$ cat config.mk
export PLATFORM = sky130hd
export DESIGN_NAME = servo_short_packet_framer_unit
export DESIGN_NICKNAME = d
export VERILOG_FILES = /design/src/rtl/ssp_pkg.sv /design/src/rtl/ssp_byte_unit.sv /design/src/rtl/ssp_seq.sv /design/src/rtl/servo_short_packet_framer_unit.sv
export SDC_FILE = /design/constraint.sdc
export NUM_CORES = 1
export LEC_CHECK = 0
export BUFFER_PORTS_ARGS = -buffer_cell sky130_fd_sc_hd__buf_2
export CAP_MARGIN = 20
export CORE_ASPECT_RATIO = 2
export CORE_MARGIN = 1.5
export CORE_UTILIZATION = 58
export DETAILED_ROUTE_END_ITERATION = 16
export PLACE_DENSITY_LB_ADDON = 0.2
export SLEW_MARGIN = 30
export SYNTH_ARGS = -nofsm -noshare
export SYNTH_HDL_FRONTEND = slang
export SYNTH_SLANG_ARGS = --single-unit
$ cat constraint.sdc
create_clock -name clk -period 4.1 [get_ports clk]
set_input_delay 0.205 -clock clk [delete_from_list [all_inputs] [get_ports clk]]
set_output_delay 0.205 -clock clk [all_outputs]
set_load 0.05 [all_outputs]
$ cat src/rtl/ssp_pkg.sv
// Shared constants and types for the servo short packet framer.
package ssp_pkg;

	// Largest number of data bytes a packet carries (range 1 to 8)
	localparam int MAX_DATA_BYTES = 4;

	localparam int DATA_W   = MAX_DATA_BYTES * 8;
	localparam int LEN_W    = $clog2(MAX_DATA_BYTES + 1);
	localparam int DSEL_W   = (MAX_DATA_BYTES > 1) ? $clog2(MAX_DATA_BYTES) : 1;
	localparam int PKT_MAX  = 8 + MAX_DATA_BYTES;
	localparam int IDX_W    = $clog2(PKT_MAX);

	// Input word layout
	localparam int IN_W     = 67;
	localparam int IN_TDATA_W = ((IN_W + 7) / 8) * 8;

	// Fixed packet bytes
	localparam logic [7:0] HDR_FIRST  = 8'hFA;
	localparam logic [7:0] HDR_SECOND = 8'hAF;

	// Byte positions in the packet
	localparam logic [IDX_W-1:0] POS_HDR_FIRST  = IDX_W'(0);
	localparam logic [IDX_W-1:0] POS_HDR_SECOND = IDX_W'(1);
	localparam logic [IDX_W-1:0] POS_ID         = IDX_W'(2);
	localparam logic [IDX_W-1:0] POS_FLAGS      = IDX_W'(3);
	localparam logic [IDX_W-1:0] POS_ADDR       = IDX_W'(4);
	localparam logic [IDX_W-1:0] POS_LEN        = IDX_W'(5);
	localparam logic [IDX_W-1:0] POS_COUNT      = IDX_W'(6);
	localparam logic [IDX_W-1:0] POS_DATA       = IDX_W'(7);

	typedef enum logic {
		ST_IDLE,
		ST_SEND
	} seq_state_t;

	// Sequencer commands to the byte unit
	typedef struct packed {
		logic             load;
		logic             step;
		logic [IDX_W-1:0] idx;
	} byte_ctrl_t;

endpackage

$ cat src/rtl/ssp_byte_unit.sv
// Command holding registers, packet byte selector and XOR checksum accumulator.
module ssp_byte_unit import ssp_pkg::*; (
	input  logic             clk,
	input  logic [IN_W-1:0]  cmd,
	input  byte_ctrl_t       ctrl,
	output logic [IDX_W-1:0] last_idx,
	output logic [7:0]       pkt_byte,
	output logic             pkt_last
);

	logic [7:0]        id_q;
	logic [7:0]        flags_q;
	logic [7:0]        addr_q;
	logic [LEN_W-1:0]  len_q;
	logic [7:0]        count_q;
	logic [DATA_W-1:0] payload_q;
	logic [7:0]        sum_q;

	logic [LEN_W:0]    raw_len;
	logic [LEN_W-1:0]  clamped_len;
	logic [IDX_W-1:0]  data_off;
	logic [DSEL_W-1:0] data_sel;
	logic [7:0]        data_byte;
	logic              in_sum;

	// Saturate the requested length at the data limit
	always_comb begin
		raw_len = (LEN_W + 1)'(cmd[26:24]);
		if (raw_len > (LEN_W + 1)'(MAX_DATA_BYTES)) begin
			clamped_len = LEN_W'(MAX_DATA_BYTES);
		end else begin
			clamped_len = raw_len[LEN_W-1:0];
		end
	end

	// Capture the command fields on load
	always_ff @(posedge clk) begin
		if (ctrl.load) begin
			id_q      <= cmd[7:0];
			flags_q   <= cmd[15:8];
			addr_q    <= cmd[23:16];
			len_q     <= clamped_len;
			count_q   <= cmd[34:27];
			payload_q <= DATA_W'({{DATA_W{1'b0}}, cmd[66:35]});
		end
	end

	assign last_idx  = POS_DATA + IDX_W'(len_q);
	assign data_off  = ctrl.idx - POS_DATA;
	assign data_sel  = data_off[DSEL_W-1:0];
	assign data_byte = payload_q[{data_sel, 3'b000} +: 8];

	// Pick the byte for the current packet position
	always_comb begin
		pkt_last = 1'b0;
		in_sum   = 1'b1;
		priority if (ctrl.idx == POS_HDR_FIRST) begin
			pkt_byte = HDR_FIRST;
			in_sum   = 1'b0;
		end else if (ctrl.idx == POS_HDR_SECOND) begin
			pkt_byte = HDR_SECOND;
			in_sum   = 1'b0;
		end else if (ctrl.idx == POS_ID) begin
			pkt_byte = id_q;
		end else if (ctrl.idx == POS_FLAGS) begin
			pkt_byte = flags_q;
		end else if (ctrl.idx == POS_ADDR) begin
			pkt_byte = addr_q;
		end else if (ctrl.idx == POS_LEN) begin
			pkt_byte = 8'(len_q);
		end else if (ctrl.idx == POS_COUNT) begin
			pkt_byte = count_q;
		end else if (ctrl.idx == last_idx) begin
			pkt_byte = sum_q;
			pkt_last = 1'b1;
			in_sum   = 1'b0;
		end else begin
			pkt_byte = data_byte;
		end
	end

	// Clear on load, fold each covered byte in as it is sent
	always_ff @(posedge clk) begin
		if (ctrl.load) begin
			sum_q <= 8'h00;
		end else if (ctrl.step && in_sum) begin
			sum_q <= sum_q ^ pkt_byte;
		end
	end

endmodule

$ cat src/rtl/ssp_seq.sv
// Packet sequencer: walks the byte positions of one packet.
module ssp_seq import ssp_pkg::*; (
	input  logic             clk,
	input  logic             arst_n,
	input  logic             cmd_valid,
	input  logic             out_free,
	input  logic [IDX_W-1:0] last_idx,
	output logic             cmd_ready,
	output byte_ctrl_t       ctrl
);

	seq_state_t       state_q;
	seq_state_t       state_d;
	logic [IDX_W-1:0] idx_q;
	logic             at_end;

	assign at_end = (idx_q == last_idx);

	// Next state
	always_comb begin
		state_d = state_q;
		unique case (state_q)
			ST_IDLE: begin
				if (cmd_valid) begin
					state_d = ST_SEND;
				end
			end
			ST_SEND: begin
				if (out_free && at_end) begin
					state_d = ST_IDLE;
				end
			end
			default: state_d = ST_IDLE;
		endcase
	end

	// Outputs
	always_comb begin
		cmd_ready = 1'b0;
		ctrl.load = 1'b0;
		ctrl.step = 1'b0;
		ctrl.idx  = idx_q;
		unique case (state_q)
			ST_IDLE: begin
				cmd_ready = 1'b1;
				ctrl.load = cmd_valid;
			end
			ST_SEND: begin
				ctrl.step = out_free;
			end
			default: begin
				cmd_ready = 1'b0;
			end
		endcase
	end

	// Hold state, advance the byte position on each step
	always_ff @(posedge clk or negedge arst_n) begin
		if (!arst_n) begin
			state_q <= ST_IDLE;
			idx_q   <= '0;
		end else begin
			state_q <= state_d;
			if (ctrl.load) begin
				idx_q <= '0;
			end else if (ctrl.step) begin
				idx_q <= idx_q + IDX_W'(1);
			end
		end
	end

endmodule

$ cat src/rtl/servo_short_packet_framer_unit.sv
// Top level of the servo short packet framer.
//
// Usage: one command transfer on the s_ channel produces one short packet on
// the m_ channel, one byte per transfer: 0xFA, 0xAF, id, flags, address,
// length, count, the data bytes least significant first, then the XOR
// checksum of id through the last data byte, marked by m_tlast.
// A length above the data limit is sent as the limit.
// After a command transfer the sequencer enters its send state, and the
// bytes are then loaded into the output register one per cycle while
// m_tready allows, one byte position per step through the shared byte
// select and XOR unit; a packet of N data bytes has 8 + N positions.
// s_tready is high only while the sequencer is idle, so a new command is
// accepted in the cycle after the checksum byte is loaded.
// Reset (arst_n low) returns the sequencer to idle and empties the output
// register; the block holds no state between commands.
// Stall: while m_tready is low the output register holds its byte and the
// sequencer waits on the current position; nothing is lost or repeated.
module servo_short_packet_framer_unit import ssp_pkg::*; (
	input  logic                  clk,
	input  logic                  arst_n,
	input  logic                  s_tvalid,
	output logic                  s_tready,
	// fields from bit 0: servo_id[7:0], flag_bits[15:8], mem_address[23:16],
	// data_len[26:24], servo_count[34:27], payload[66:35], zero pad
	input  logic [IN_TDATA_W-1:0] s_tdata,
	output logic                  m_tvalid,
	input  logic                  m_tready,
	// fields from bit 0: tx_byte[7:0]
	output logic [7:0]            m_tdata,
	output logic                  m_tlast
);

	byte_ctrl_t       ctrl;
	logic [IDX_W-1:0] last_idx;
	logic [7:0]       pkt_byte;
	logic             pkt_last;
	logic             out_free;
	logic             m_tvalid_q;
	logic [7:0]       m_tdata_q;
	logic             m_tlast_q;

	assign out_free = !m_tvalid_q || m_tready;

	ssp_seq u_seq (
		.clk       (clk),
		.arst_n    (arst_n),
		.cmd_valid (s_tvalid),
		.out_free  (out_free),
		.last_idx  (last_idx),
		.cmd_ready (s_tready),
		.ctrl      (ctrl)
	);

	ssp_byte_unit u_byte (
		.clk      (clk),
		.cmd      (s_tdata[IN_W-1:0]),
		.ctrl     (ctrl),
		.last_idx (last_idx),
		.pkt_byte (pkt_byte),
		.pkt_last (pkt_last)
	);

	// Output register: load on each step, drop valid once taken
	always_ff @(posedge clk or negedge arst_n) begin
		if (!arst_n) begin
			m_tvalid_q <= 1'b0;
		end else if (ctrl.step) begin
			m_tvalid_q <= 1'b1;
		end else if (m_tready) begin
			m_tvalid_q <= 1'b0;
		end
	end

	always_ff @(posedge clk) begin
		if (ctrl.step) begin
			m_tdata_q <= pkt_byte;
			m_tlast_q <= pkt_last;
		end
	end

	assign m_tvalid = m_tvalid_q;
	assign m_tdata  = m_tdata_q;
	assign m_tlast  = m_tlast_q;

	// Idle with a byte pending means only the checksum is left
	a_idle_pending_last: assert property (@(posedge clk) disable iff (!arst_n)
		(s_tready && m_tvalid) |-> m_tlast)
		else $error("idle with a non-final byte pending");

	// A command transfer starts a packet, so the input side closes
	a_busy_after_accept: assert property (@(posedge clk) disable iff (!arst_n)
		(s_tvalid && s_tready) |=> !s_tready)
		else $error("input still open after command transfer");

	// Idle at the final byte transfer with no command offered: stay idle
	a_idle_after_last: assert property (@(posedge clk) disable iff (!arst_n)
		(s_tready && !s_tvalid && m_tvalid && m_tready && m_tlast) |=> s_tready)
		else $error("not idle after packet end");

	// The first byte loaded after a command is the first header byte
	a_header_first: assert property (@(posedge clk) disable iff (!arst_n)
		(s_tvalid && s_tready) |=> (ctrl.idx == POS_HDR_FIRST))
		else $error("packet does not start at the first header byte");

endmodule
==> reports/metrics.cfg <==
[floorplan]
initial_core_util=0.5941
die-width_um=62.39
fp.dieH_um=121.8
core_region_um2=6887
floorplan.rows=43
fp.dieArea_um2=7598
floorplan.io_pins=87

[placed_design]
place.detailed.hpwl_um=6738
place_congestion=0.9516
numPortBuffers=81

[clock_network]
cts_tree=built
clk-insertion-delay-late_ns=0.34
cts_resized=0
clk_path_buf_depth=2
clock-root-buffer=sky130_fd_sc_hd__clkbuf_16
cts.sink_count=90
clk_pin_slew_worst_paths_ns=0.06
tritoncts.num_buffers=9
htree_num_levels=3

[logic_synthesis]
synthCells=316
yosys.cell_types.count=57
netlist.top_cell.by_area=sky130_fd_sc_hd__edfxtp_1
synth_largest_type_area_fraction=0.5578
syn_avg_cell_area_um2=12.95
synth.ff_latch_count=90
leading_cell_types_by_total_area_after_synthesis=sky130_fd_sc_hd__edfxtp_1, sky130_fd_sc_hd__mux4_2, sky130_fd_sc_hd__dfxtp_1
synth_fp_nets=397
yosysWarnings=0
synth_enable_flop_cells=76
netlist_area_before_placement_um2=4091
netlist_top_cells_count=sky130_fd_sc_hd__edfxtp_1, sky130_fd_sc_hd__nand2_1, sky130_fd_sc_hd__o21ai_0
synth_flop_cell=sky130_fd_sc_hd__edfxtp_1
synth-async-reset-ratio=0.06667
synth_sequential_area_ratio=0.6336
library_cell_with_the_highest_instance_count_after_synthesis=sky130_fd_sc_hd__edfxtp_1

[sta]
max_slew.worst_pin.slew_ns=0.8985
max_freq_mhz=323.9
final.setup.tns_ns=0
final_max_slew_viol_count=0
timing.final.crit_share=0.7531
setup_repair_after_global_routing_missed_its_margin=no
timing_hold_violations_final=0
timing.final.setup_violations=0
max-slew-margin-rel=0.4010
timing.final.crit_period_ns=3.088
clock-skew-final_ns=0.006589

[cells_and_area]
layout-area-overhead-vs-synth_pct=19.54
antenna_cells_inserted=0
finish.net_count=481
drive_above_1_share=0.2988

[worst_setup_path]
reg2reg_slack_ns=1.01
end_kind=flip-flop
start_kind=flip-flop
critical_path_required_ns=4.32
worstPathBufferInverterCount=2
critPathMaxFanout=17
timing.critical_path.max_delay_family=simple AND/OR/NAND/NOR gates
critical-path-slowest-cell=sky130_fd_sc_hd__nor3b_1
max_stage_delay_ns=0.78
timing.critical_path.arrival_ns=3.30
setup.worst_path.class=reg -> reg
reg2reg_from=u_seq.idx_q[0]
reg2reg_to=u_byte.sum_q[2]
path_cells=buf_4 > inv_1 > ha_1 > nor3b_1 > nor3b_1 > o21ai_0 > o2111a_1 > a211oi_1 > mux2i_1
cp_common_cell=sky130_fd_sc_hd__nor3b_1
worst-r2r-cell-count=9

[global_routing]
grt_pass1_vias=2960
grt_first_pass_wirelength_um=13990
grt_use_total=0.2476
overflow=0
grt_max_degree=45
grt_antenna_before_repair=0

[routing]
first_iter_violations=195
num_vias=2930
post-route-drc-count=0
drt.antenna.violating_nets=0
routedWlPerCell_um=17.97
firstDrtPassIters=5
postRouteWirelength_um=8896
routed_via_density=5.919

[run_status]
result_of_the_run=completed

[hold_path]
holdPathStages=1
path_type_of_the_worst_min_delay_path=in -> reg
hold_path_startpoint=s_tdata[32]
whs_endpoint=u_byte.count_q[5]

[power]
maximum_vdd_ir_drop_v=0.0004728
leakage_power_nw=1.863
power.density_nw_per_um2=810.0
report.power.total_mw=3.962

[job]
number_of_max_cap_violations=0

==> power by group <==
part | internal, mW | switching, mW | total (mW)
logic | 0.653 | 1.13 | 1.78
registers | 1.25 | 0.111 | 1.36
clock network | 0.478 | 0.338 | 0.816
total | 2.38 | 1.58 | 3.96
==> layout by cell type (no fill, tap or decap), types with 7 or more instances in the layout <==
| cell type | n |
|---|---|
| sky130_fd_sc_hd__edfxtp_1 | 76 |
| sky130_fd_sc_hd__inv_1 | 11 |
| sky130_fd_sc_hd__dfxtp_1 | 8 |
| sky130_fd_sc_hd__o21ai_0 | 20 |
| sky130_fd_sc_hd__nand3_1 | 12 |
| sky130_fd_sc_hd__buf_2 | 81 |
| sky130_fd_sc_hd__a21oi_1 | 11 |
| sky130_fd_sc_hd__nor2_1 | 14 |
| sky130_fd_sc_hd__nand2_1 | 36 |
| sky130_fd_sc_hd__mux4_2 | 8 |
| sky130_fd_sc_hd__nor3_1 | 7 |
| sky130_fd_sc_hd__clkbuf_16 | 9 |
==> how the worst max path moves through the flow <==
stage	cells after the start	from	endpoint	slack [ns]
after CTS	9	u_seq.idx_q[0]	u_byte.sum_q[2]	1.07
final	9	u_seq.idx_q[0]	u_byte.sum_q[2]	1.01
after detailed placement	9	u_seq.idx_q[0]	u_byte.sum_q[2]	1.11
after floorplan	3	u_seq.state_q	u_byte.addr_q[0]	1.47
after global placement	9	u_seq.idx_q[0]	u_byte.sum_q[2]	1.22
after global routing	8	u_seq.idx_q[0]	u_byte.sum_q[6]	0.78
==> registers in the layout (all words and copies together) (netlist names) <==
signal            flops
m_tvalid              1
u_byte.count_q        8
m_tlast               1
u_byte.id_q           8
u_seq.state_q         1
u_seq.idx_q           4
u_byte.sum_q          8
u_byte.flags_q        8
u_byte.payload_q     32
m_tdata               8
u_byte.addr_q         8
u_byte.len_q          3
==> routing by layer <==
| metal | vias to the layer above | wire length (µm) | track usage |
|---|---|---|---|
| met5 | - | 0 | 0 |
| met4 | 0 | 391 | 0.1653 |
| met3 | 34 | 459 | 0.05078 |
| met2 | 136 | 4851 | 0.4524 |
| met1 | 1381 | 3194 | 0.2518 |
| li1 | 1379 | - | - |
==> cell type report <==
type                            count  area (µm²)
Inverter                           12       45.04
Clock buffer                       11       232.7
Tap cell                           90       112.6
Timing Repair Buffer               88       460.4
Clock inverter                      5       62.56
Multi-Input combinational cell    199        1385
Sequential cell                    90        2592
Fill cell                         523        1996
==> per-stage QoR <==
stage	hold slack, ns	area (µm²)	instances	util	worst slack (ns)
after global placement	0.02979	4586	478	0.6659	1.216
after detailed placement	0.03924	4586	478	0.6659	1.108
final	0.04016	4891	495	0.7102	1.012
after CTS	0.02981	4891	495	0.7102	1.074
after floorplan	-0.09059	4091	316	-	1.470
after global routing	0.02944	4891	495	0.7102	0.7766
==> repair_timing <==
item | in CTS | in global routing
setup buffers | 0 | 0
hold buffers | 1 | 0
endpoints found under the hold margin | 6 | 0
==> cells by family (layout without fill, tap and decap cells) <==
logic type,Yosys count,after routing,share of synthesized area
and+or+nand+nor,104,104,0.1297
adders and majority gates,5,5,0.01529
muxes,13,13,0.05627
AOI/OAI and AO/OA,73,73,0.1288
DFF,90,90,0.6336
xor gates and xnor gates,4,4,0.008564
buffers and inverters,27,116,0.02783
No activity file was read; power rests on OpenSTA's default activity.
